File: src/sv/pss_pkg.sv
// pss_pkg: types, constants and register codes for the polyline segment splitter.
// Used by pss_divider, pss_sqrt and polyline_segment_splitter.
`default_nettype none
package pss_pkg;
    localparam int COORD_W = 26;
    localparam int DEF_MAX_SEGMENTS = 64;
    localparam int DIV_NUM_W = 33;   // widest dividend magnitude
    localparam int DIV_DEN_W = 20;   // widest divisor
    localparam int SQ_IN_W = 54;     // dx*dx + dy*dy, deltas up to 26 bits each
    localparam int SQ_OUT_W = 27;

    typedef enum logic [2:0] {
        REG_DPM    = 3'd0,
        REG_LIMIT  = 3'd1,
        REG_TSPEED = 3'd2,
        REG_DSPEED = 3'd3,
        REG_DPOWER = 3'd4
    } t_reg_idx;

    typedef enum logic [3:0] {
        ST_IDLE, ST_CVX, ST_CVY, ST_DIST, ST_SQX, ST_SQY, ST_SQRT,
        ST_NDIV, ST_MIX, ST_PTX, ST_PTY, ST_OUT
    } t_state;

    // unit request / response control
    typedef struct packed {
        logic start;
        logic done;
    } t_unit_ctl;
endpackage
`default_nettype wire

File: src/sv/pss_divider.sv
// pss_divider: restoring divider, one quotient bit per cycle, unsigned magnitudes.
// Depends on pss_pkg.
`default_nettype none
module pss_divider (
    input  wire logic                           i_clk,
    input  wire logic                           i_rst_n,
    input  wire logic                           i_start,
    input  wire logic [pss_pkg::DIV_NUM_W-1:0]  i_num,
    input  wire logic [pss_pkg::DIV_DEN_W-1:0]  i_den,
    output logic                                o_done,
    output logic [pss_pkg::DIV_NUM_W-1:0]       o_quo
);
    import pss_pkg::*;

    logic [DIV_NUM_W-1:0] r_quo, n_quo;
    logic [DIV_DEN_W:0]   r_rem, n_rem;
    logic [DIV_DEN_W-1:0] r_den;
    logic [5:0]           r_cnt, n_cnt;
    logic                 r_busy, n_busy, r_done, n_done;
    logic [DIV_DEN_W:0]   w_trial;
    logic [DIV_DEN_W+1:0] w_sh;

    // one shift-subtract step
    always_comb begin
        w_sh    = {r_rem, r_quo[DIV_NUM_W-1]};
        w_trial = '0;
        n_quo   = r_quo;
        n_rem   = r_rem;
        n_cnt   = r_cnt;
        n_busy  = r_busy;
        n_done  = 1'b0;
        if (i_start) begin
            n_quo  = i_num;
            n_rem  = '0;
            n_cnt  = 6'(DIV_NUM_W);
            n_busy = 1'b1;
        end else if (r_busy) begin
            if (w_sh >= {1'b0, 1'b0, r_den}) begin
                w_trial = (DIV_DEN_W+1)'(w_sh - {2'b00, r_den});
                n_rem   = w_trial;
                n_quo   = {r_quo[DIV_NUM_W-2:0], 1'b1};
            end else begin
                n_rem = w_sh[DIV_DEN_W:0];
                n_quo = {r_quo[DIV_NUM_W-2:0], 1'b0};
            end
            n_cnt = r_cnt - 6'd1;
            if (r_cnt == 6'd1) begin
                n_busy = 1'b0;
                n_done = 1'b1;
            end
        end
    end

    always_ff @(posedge i_clk) begin
        if (!i_rst_n) begin
            r_busy <= 1'b0;
            r_done <= 1'b0;
            r_cnt  <= '0;
        end else begin
            r_busy <= n_busy;
            r_done <= n_done;
            r_cnt  <= n_cnt;
        end
        r_quo <= n_quo;
        r_rem <= n_rem;
        if (i_start) r_den <= i_den;
    end

    assign o_done = r_done;
    assign o_quo  = r_quo;
endmodule
`default_nettype wire

File: src/sv/pss_sqrt.sv
// pss_sqrt: bit-pair integer square root, one result bit per cycle.
// Depends on pss_pkg.
`default_nettype none
module pss_sqrt (
    input  wire logic                          i_clk,
    input  wire logic                          i_rst_n,
    input  wire logic                          i_start,
    input  wire logic [pss_pkg::SQ_IN_W-1:0]   i_val,
    output logic                               o_done,
    output logic [pss_pkg::SQ_OUT_W-1:0]       o_root
);
    import pss_pkg::*;

    logic [SQ_IN_W-1:0]  r_val, n_val;
    logic [SQ_OUT_W+1:0] r_rem, n_rem;
    logic [SQ_OUT_W-1:0] r_root, n_root;
    logic [4:0]          r_cnt, n_cnt;
    logic                r_busy, n_busy, r_done, n_done;
    logic [SQ_OUT_W+1:0] w_sh, w_trial;

    // classic remainder method: bring down two bits, try 4*root+1
    always_comb begin
        w_sh    = {r_rem[SQ_OUT_W-1:0], r_val[SQ_IN_W-1 -: 2]};
        w_trial = {r_root, 2'b01};
        n_val   = r_val;
        n_rem   = r_rem;
        n_root  = r_root;
        n_cnt   = r_cnt;
        n_busy  = r_busy;
        n_done  = 1'b0;
        if (i_start) begin
            n_val  = i_val;
            n_rem  = '0;
            n_root = '0;
            n_cnt  = 5'(SQ_OUT_W - 1);
            n_busy = 1'b1;
        end else if (r_busy) begin
            n_val = {r_val[SQ_IN_W-3:0], 2'b00};
            if (w_sh >= w_trial) begin
                n_rem  = w_sh - w_trial;
                n_root = {r_root[SQ_OUT_W-2:0], 1'b1};
            end else begin
                n_rem  = w_sh;
                n_root = {r_root[SQ_OUT_W-2:0], 1'b0};
            end
            n_cnt = r_cnt - 5'd1;
            if (r_cnt == 5'd0) begin
                n_busy = 1'b0;
                n_done = 1'b1;
            end
        end
    end

    always_ff @(posedge i_clk) begin
        if (!i_rst_n) begin
            r_busy <= 1'b0;
            r_done <= 1'b0;
            r_cnt  <= '0;
        end else begin
            r_busy <= n_busy;
            r_done <= n_done;
            r_cnt  <= n_cnt;
        end
        r_val  <= n_val;
        r_rem  <= n_rem;
        r_root <= n_root;
    end

    assign o_done = r_done;
    assign o_root = r_root;
endmodule
`default_nettype wire

File: src/sv/polyline_segment_splitter.sv
// polyline_segment_splitter: top level, sequencer around a shared divider and a square root.
// Depends on pss_pkg, pss_divider and pss_sqrt.
`default_nettype none
// Turns polyline vertices in dots into Q10 millimetre moves. One vertex at a
// time: i_stall is raised from the transfer of a vertex until its final move
// has been loaded into the output register. Each coordinate conversion and each
// interpolated coordinate costs one pass of the shared restoring divider, so a
// travel or unsplit draw takes two divider passes, and a split draw adds a square
// root, one divider pass for the count and two divider passes per output point.
// A move waits in the output register while o_stall is high, and the sequencer
// holds before loading the next move until that register is free.
module polyline_segment_splitter #(
    parameter int MAX_SEGMENTS = pss_pkg::DEF_MAX_SEGMENTS
) (
    input  wire logic        i_clk,
    input  wire logic        i_rst_n,
    input  wire logic        psel,
    input  wire logic        penable,
    input  wire logic        pwrite,
    input  wire logic [4:0]  paddr,
    input  wire logic [31:0] pwdata,
    output logic [31:0]      prdata,
    output logic             pready,
    input  wire logic        i_valid,
    output logic             i_stall,
    input  wire logic        i_cmd,
    input  wire logic signed [15:0] i_vertex_x,
    input  wire logic signed [15:0] i_vertex_y,
    output logic             o_valid,
    input  wire logic        o_stall,
    output logic signed [pss_pkg::COORD_W-1:0] o_move_x,
    output logic signed [pss_pkg::COORD_W-1:0] o_move_y,
    output logic [15:0]      o_move_speed,
    output logic [15:0]      o_move_power,
    output logic             o_last
);
    import pss_pkg::*;

    localparam int SEG_W = $clog2(MAX_SEGMENTS + 1);
    localparam int PROD_W = COORD_W + SEG_W + 1;

    // configuration registers
    logic [6:0]  r_dpm;
    logic [19:0] r_limit;
    logic [15:0] r_tspeed, r_dspeed, r_dpower;
    logic        w_wr;
    t_reg_idx    w_idx;

    assign pready = 1'b1;
    assign w_wr   = psel && penable && pwrite;
    assign w_idx  = t_reg_idx'(paddr[4:2]);

    always_ff @(posedge i_clk) begin
        if (!i_rst_n) begin
            r_dpm    <= 7'd10;
            r_limit  <= 20'd5120;
            r_tspeed <= '0;
            r_dspeed <= '0;
            r_dpower <= '0;
        end else if (w_wr) begin
            case (w_idx)
                REG_DPM:    r_dpm    <= pwdata[6:0];
                REG_LIMIT:  r_limit  <= pwdata[19:0];
                REG_TSPEED: r_tspeed <= pwdata[15:0];
                REG_DSPEED: r_dspeed <= pwdata[15:0];
                REG_DPOWER: r_dpower <= pwdata[15:0];
                default: ;
            endcase
        end
    end

    always_comb begin
        case (w_idx)
            REG_DPM:    prdata = {25'd0, r_dpm};
            REG_LIMIT:  prdata = {12'd0, r_limit};
            REG_TSPEED: prdata = {16'd0, r_tspeed};
            REG_DSPEED: prdata = {16'd0, r_dspeed};
            REG_DPOWER: prdata = {16'd0, r_dpower};
            default:    prdata = '0;
        endcase
    end

    // sequencer state
    t_state r_state, n_state;
    logic   r_cmd;
    logic signed [15:0] r_vx, r_vy;
    logic signed [COORD_W-1:0] r_cx, r_cy, r_nx, r_ny, r_px, r_py;
    logic [COORD_W-1:0] r_adx, r_ady;
    logic [SQ_IN_W-1:0] r_sq;
    logic [SEG_W-1:0]   r_n, r_i;
    logic               r_busy_unit;   // a unit request is outstanding
    logic signed [PROD_W-1:0] r_prod;
    logic               r_neg;
    logic               r_ov;
    logic signed [COORD_W-1:0] r_ox, r_oy;
    logic [15:0] r_osp, r_opw;
    logic        r_olast;

    // shared divider request
    t_unit_ctl w_div, w_sq;
    logic [DIV_NUM_W-1:0] w_num;
    logic [DIV_DEN_W-1:0] w_den, w_dpm, w_lim;
    logic [DIV_NUM_W-1:0] w_quo;
    logic [SQ_OUT_W-1:0]  w_root;
    logic signed [COORD_W:0] w_dx, w_dy;
    logic [COORD_W-1:0] w_adx, w_ady;
    logic [COORD_W+1:0] w_man;
    logic signed [COORD_W-1:0] w_q;
    logic [DIV_NUM_W-1:0] w_nq;
    logic [COORD_W-1:0]   w_sqop;
    logic [2*COORD_W-1:0] w_sqp;
    logic                 w_load;

    assign w_dpm = (r_dpm == 7'd0) ? DIV_DEN_W'(1) : DIV_DEN_W'(r_dpm);
    assign w_lim = (r_limit == 20'd0) ? DIV_DEN_W'(1) : r_limit;
    assign w_dx  = (COORD_W+1)'(r_nx) - (COORD_W+1)'(r_cx);
    assign w_dy  = (COORD_W+1)'(r_ny) - (COORD_W+1)'(r_cy);
    assign w_adx = COORD_W'(w_dx[COORD_W] ? -w_dx : w_dx);
    assign w_ady = COORD_W'(w_dy[COORD_W] ? -w_dy : w_dy);
    assign w_man = (COORD_W+2)'(w_adx) + (COORD_W+2)'(w_ady);
    assign w_nq  = r_neg ? -w_quo : w_quo;
    assign w_q   = w_nq[COORD_W-1:0];

    // one squarer shared by both axes
    assign w_sqop = (r_state == ST_SQX) ? r_adx : r_ady;
    assign w_sqp  = (2*COORD_W)'(w_sqop) * (2*COORD_W)'(w_sqop);

    // output register takes a new move once the previous one is gone
    assign w_load = (r_state == ST_OUT) && (!r_ov || !o_stall);

    // divider operands: magnitude plus half divisor, sign kept aside; the count uses root / limit
    always_comb begin
        logic signed [PROD_W:0] v;
        logic [PROD_W:0] m;
        logic [DIV_DEN_W-1:0] d;
        v = '0;
        d = w_dpm;
        case (r_state)
            ST_CVX: v = (PROD_W+1)'(r_vx) <<< 10;
            ST_CVY: v = (PROD_W+1)'(r_vy) <<< 10;
            ST_PTX, ST_PTY: begin
                v = (PROD_W+1)'(r_prod);
                d = DIV_DEN_W'(r_n);
            end
            default: v = '0;
        endcase
        m = v[PROD_W] ? -v : v;
        w_num = DIV_NUM_W'(m) + DIV_NUM_W'(d >> 1);
        w_den = d;
        if (r_state == ST_NDIV) begin
            w_num = DIV_NUM_W'(w_root);
            w_den = w_lim;
        end
    end

    // sign of the pending division
    logic n_neg;
    always_comb begin
        case (r_state)
            ST_CVX: n_neg = r_vx[15];
            ST_CVY: n_neg = r_vy[15];
            ST_PTX, ST_PTY: n_neg = r_prod[PROD_W-1];
            default: n_neg = 1'b0;
        endcase
    end

    logic [SEG_W-1:0] w_ni;
    assign w_ni = r_n - r_i;

    // interpolation numerator i*target + (n-i)*current, one axis at a time
    function automatic logic signed [PROD_W-1:0] f_mix(
        input logic [SEG_W-1:0] a, input logic signed [COORD_W-1:0] t,
        input logic [SEG_W-1:0] b, input logic signed [COORD_W-1:0] c);
        logic signed [PROD_W-1:0] p;
        p = PROD_W'(t) * $signed({1'b0, a}) + PROD_W'(c) * $signed({1'b0, b});
        return p;
    endfunction

    assign w_div.start = (r_state == ST_CVX || r_state == ST_CVY || r_state == ST_NDIV
                          || r_state == ST_PTX || r_state == ST_PTY) && !r_busy_unit;
    assign w_sq.start  = (r_state == ST_SQRT) && !r_busy_unit;

    pss_divider u_div (
        .i_clk(i_clk), .i_rst_n(i_rst_n), .i_start(w_div.start),
        .i_num(w_num), .i_den(w_den), .o_done(w_div.done), .o_quo(w_quo)
    );

    pss_sqrt u_sqrt (
        .i_clk(i_clk), .i_rst_n(i_rst_n), .i_start(w_sq.start),
        .i_val(r_sq), .o_done(w_sq.done), .o_root(w_root)
    );

    assign i_stall = (r_state != ST_IDLE);
    assign o_valid = r_ov;
    assign o_move_x = r_ox;
    assign o_move_y = r_oy;
    assign o_move_speed = r_osp;
    assign o_move_power = r_opw;
    assign o_last = r_olast;

    // next state
    always_comb begin
        n_state = r_state;
        case (r_state)
            ST_IDLE: if (i_valid) n_state = ST_CVX;
            ST_CVX:  if (w_div.done) n_state = ST_CVY;
            ST_CVY:  if (w_div.done) n_state = r_cmd ? ST_DIST : ST_OUT;
            ST_DIST: n_state = (w_man > (COORD_W+2)'(w_lim)) ? ST_SQX : ST_OUT;
            ST_SQX:  n_state = ST_SQY;
            ST_SQY:  n_state = ST_SQRT;
            ST_SQRT: if (w_sq.done) n_state = ST_NDIV;
            ST_NDIV: if (w_div.done) n_state = ST_MIX;
            ST_MIX:  n_state = ST_PTX;
            ST_PTX:  if (w_div.done) n_state = ST_PTY;
            ST_PTY:  if (w_div.done) n_state = ST_OUT;
            ST_OUT:  if (w_load) begin
                if (r_n != '0 && r_i != r_n) n_state = ST_MIX;
                else n_state = ST_IDLE;
            end
            default: n_state = ST_IDLE;
        endcase
    end

    always_ff @(posedge i_clk) begin
        if (!i_rst_n) begin
            r_state     <= ST_IDLE;
            r_busy_unit <= 1'b0;
            r_ov        <= 1'b0;
            r_cx        <= '0;
            r_cy        <= '0;
            r_n         <= '0;
            r_i         <= '0;
        end else begin
            r_state <= n_state;
            if (w_div.start || w_sq.start) begin
                r_busy_unit <= 1'b1;
                r_neg       <= n_neg;
            end else if (w_div.done || w_sq.done) begin
                r_busy_unit <= 1'b0;
            end
            if (w_load) r_ov <= 1'b1;
            else if (r_ov && !o_stall) r_ov <= 1'b0;
            case (r_state)
                ST_IDLE: if (i_valid) begin
                    r_cmd <= i_cmd;
                    r_vx  <= i_vertex_x;
                    r_vy  <= i_vertex_y;
                    r_n   <= '0;
                    r_i   <= '0;
                end
                ST_CVX: if (w_div.done) r_nx <= w_q;
                ST_CVY: if (w_div.done) r_ny <= w_q;
                ST_DIST: begin
                    r_adx <= w_adx;
                    r_ady <= w_ady;
                end
                ST_SQX: r_sq <= SQ_IN_W'(w_sqp);
                ST_SQY: r_sq <= r_sq + SQ_IN_W'(w_sqp);
                ST_NDIV: if (w_div.done) begin
                    if (w_quo < DIV_NUM_W'(2)) r_n <= SEG_W'(2);
                    else if (w_quo > DIV_NUM_W'(MAX_SEGMENTS)) r_n <= SEG_W'(MAX_SEGMENTS);
                    else r_n <= SEG_W'(w_quo);
                    r_i <= SEG_W'(1);
                end
                // x numerator ready before the x division starts
                ST_MIX: r_prod <= f_mix(r_i, r_nx, w_ni, r_cx);
                ST_PTX: if (w_div.done) begin
                    r_px   <= w_q;
                    r_prod <= f_mix(r_i, r_ny, w_ni, r_cy);
                end
                ST_PTY: if (w_div.done) r_py <= w_q;
                ST_OUT: if (w_load) begin
                    r_ox    <= (r_n == '0) ? r_nx : r_px;
                    r_oy    <= (r_n == '0) ? r_ny : r_py;
                    r_osp   <= r_cmd ? r_dspeed : r_tspeed;
                    r_opw   <= r_cmd ? r_dpower : 16'd0;
                    r_olast <= (r_n == '0) || (r_i == r_n);
                    if (r_n == '0 || r_i == r_n) begin
                        r_cx <= r_nx;
                        r_cy <= r_ny;
                    end else begin
                        r_i <= r_i + SEG_W'(1);
                    end
                end
                default: ;
            endcase
        end
    end
endmodule
`default_nettype wire
File: config.mk
export PLATFORM = sky130hd
export DESIGN_NAME = polyline_segment_splitter
export DESIGN_NICKNAME = d
export VERILOG_FILES = /design/src/sv/pss_pkg.sv /design/src/sv/pss_divider.sv /design/src/sv/pss_sqrt.sv /design/src/sv/polyline_segment_splitter.sv
export SDC_FILE = /design/constraint.sdc
export NUM_CORES = 2
export LEC_CHECK = 0
export ABC_AREA = 1
export BUFFER_PORTS_ARGS = -buffer_cell sky130_fd_sc_hd__buf_2
export CORE_MARGIN = 2
export CORE_UTILIZATION = 45
export DETAILED_ROUTE_END_ITERATION = 12
export MAX_ROUTING_LAYER = met4
export PLACE_DENSITY_LB_ADDON = 0.08
export SYNTH_ARGS = -nofsm -noshare
export SYNTH_HDL_FRONTEND = slang
export SYNTH_SLANG_ARGS = --single-unit
File: constraint.sdc
create_clock -name i_clk -period 13.05 [get_ports i_clk]
set_clock_uncertainty 0.05 [all_clocks]
set_input_delay 1.305 -clock i_clk [delete_from_list [all_inputs] [get_ports i_clk]]
set_output_delay 1.305 -clock i_clk [all_outputs]
set_load 0.03 [all_outputs]
==> impl_results.md <==
* Resize count post-CTS at 0
* Status: finished clean
* Gr usage total at 30.1%
* Share of cells above drive strength 1 at 5.49%
* CTS hold repair buffers at 0
* Setup violators final at 0
* Max cap viols at 0
* Yosys cell types at 60
* Area grow syn2layout at 7.94%
* Max Freq at 88.6 MHz
* TritonCTS clock tree: done
* Final Hold Fails at 0
* DR iter-0 viols at approximately 5300
* Number of synthesized flops with an enable pin at 470
* Die area at 0.196 mm^2
* Fill cells at around 19000
* Num CTS Buffers at between 80 and 90
* Slew Limit Fails at 0
* Reg2reg setup slack at approximately 1800 ps
* Initial antenna violation count at 10
* Core Area at ~0.19 mm^2
* Grt ovf at 0
* Setup tns final at 0 ps
* Pre-antenna DRT Iters at 6
* Mapped Cells at between 10000 and 15000
* Final Cycle Share at 86.5%
* Via count at 70900
* Final Critical Period at around 11000 ps
* CP Data Arrival Time at 11700 ps
* Slew margin rel. at 18.3%
* Avg WL per Cell at around 21 um
* Post-Syn Area at between 0.08 and 0.09 mm^2
* Htree depth at 3
* Post-synth ARST share at 0%
* Final nets at about 13000
* Ports at around 200
* Slowest cell on crit path: clkinv_1
* Crit path required time at between 10000 and 15000 ps
* CTS Sinks at approximately 710
* Slew @ Worst Pin at 1220 ps
* Prevailing post-synth register cell: edfxtp_1
* RD Place Congestion at roughly 0.96
* Worst path max stage delay at roughly 760 ps
* Port bufs at about 170
* CP Launch Type: register
* Critical path peak fanout at 27
* Seq cells post-synth at about 700
* Setup CP Type: register to register
* Row Count at approximately 160
* Vias in the first global route at between 70000 and 80000
* Vias per inst at about 5.3
* Root buffer cell: clkbuf_16
* Chip height at between 400 and 500 um
* Post-synthesis sequential area ratio at between 20% and 30%
* Crit end category: register
* DR DRC count at 0
* Clock Latency Late Sink at between 700 and 800 ps
* Clk slew on worst S/H paths at around 60 ps
* Initial cell density of the core at a little under half
* HP Class: register to register
* Postcts setup bufs at 0
* CTS max path bufs at 3
* HPWL Detailed at 226000 um
* Maximum number of pins on one net before global-route repair at 76
* Synth warn at 0
* Post-Route WL at 283000 um
* Mean post-synth cell area at 8.07 um^2
* RSZ-0062 raised after global routing: no
* Routed Antenna Nets at 0
* Die width at between 400 and 500 um
* First-pass GRT wire length at 437000 um
-- layout by cell type (no fill, tap or decap), types with 35 or more instances in the layout --
cell type,netlist,final
clkinv_1,59,67
xnor2_1,125,124
dfxtp_1,237,230
buf_4,17,129
fa_1,1183,1182
a21o_1,41,41
edfxtp_1,470,470
nor3_1,76,72
nor4_1,35,35
a31oi_1,67,67
buf_2,5,168
xor2_1,190,189
nand2_1,2145,2141
nor2_1,1096,1088
nand3_1,253,253
ha_1,630,629
nand4_1,57,57
clkbuf_16,0,89
inv_1,2274,2272
o21ai_0,511,501
a21oi_1,566,565
-- registers in the layout, indices dropped and copies added, names as in the netlist, 20 cells and up --
name,count
u_sqrt.r_val,54
o_move_y,26
r_px,26
o_move_x,26
r_adx,26
u_sqrt.r_rem,27
r_prod,34
u_div.o_quo,33
u_div.r_den,20
r_ady,26
r_sq,54
r_ny,26
r_cx,26
u_div.r_rem,21
r_limit,20
r_py,26
u_sqrt.o_root,27
r_cy,26
r_nx,26
-- logic make-up after synthesis --
logic type	after synthesis	share of synthesized area (%)
and+or+nand+nor	3794	17.7
other	2	0.00867
adders and majority gates	1813	36.5
AOI/OAI and AO/OA	1406	9.01
xor gates and xnor gates	315	3.19
DFF	707	21.8
buffers and inverters	2697	11.8
-- synth_stat cells, drive strengths merged, types with 11 or more instances --
cell	instances	area share (%)
o2111ai	12	0.12
a21o	41	0.36
buf	63	0.42
or2	24	0.17
o21bai	28	0.24
o21ai	542	3.2
nand3b	19	0.16
a21boi	11	0.095
a22oi	29	0.25
ha	630	9.1
dfxtp	237	5.5
nor3	76	0.44
xnor2	125	1.3
a31oi	67	0.48
fa	1183	27
nand4	58	0.43
nor4	35	0.25
a221oi	13	0.13
nor2	1122	5.0
nand2	2173	9.5
clkbuf	276	1.2
o211ai	26	0.23
clkinv	59	0.26
edfxtp	470	16
nand3	263	1.6
xor2	190	1.9
o21a	19	0.16
inv	2299	10
a21oi	567	3.3
-- layer usage --
layer	GRT usage (%)	vias up	routed length [um]
li1	-	33200	-
met1	39.6	35100	122000
met2	48.0	2184	132000
met3	4.14	397	18300
met4	10.2	0	11400
met5	-	-	0
-- cell type report --
cell class / instances / area [um^2] / share of cell area, %
Antenna cell: 5 / 12.5 / 0.0134
Clock buffer: 119 / 2450 / 2.62
Clock inverter: 43 / 649 / 0.695
Inverter: 2358 / 8850 / 9.47
Multi-Input combinational cell: 7341 / 57700 / 61.7
Sequential cell: 707 / 18900 / 20.2
Tap cell: 2526 / 3160 / 3.38
Timing Repair Buffer: 298 / 1830 / 1.96
-- per-stage QoR --
| stage | area (um^2) | utilization (%) | hold WS (ps) | std cells | worst slack (ps) |
|---|---|---|---|---|---|
| after floorplan | 86600 | - | 380 | 10700 | 3820 |
| after global placement | 90400 | 47.1 | 399 | 13200 | 1910 |
| after detailed placement | 90400 | 47.1 | 403 | 13200 | 1860 |
| after CTS | 93500 | 48.7 | 405 | 13400 | 1800 |
| after global routing | 93500 | 48.7 | 411 | 13400 | 985 |
| final | 93500 | 48.7 | 413 | 13400 | 1770 |
-- critical path: cells and delay by family (launching register included) --
family	cells	cell delay, ps
buf+inv	8	1250
compound gates	12	2640
xor+xnor	2	570
flops	1	460
simple gates	9	1630
fa+ha+maj	9	4340
-- path summary, 6_finish.rpt --
check / endpoint / cells past startpoint / from
hold / removal: r_tspeed[11] / 2 / r_tspeed[11]
setup / recovery: r_sq[49] / 40 / r_state[2]
setup reg to reg: r_sq[49] / 40 / r_state[2]
hold reg to reg: r_tspeed[11] / 2 / r_tspeed[11]
Power is not shown: default switching activity piles up to over one toggle a cycle in this logic, so the estimate is an artifact.
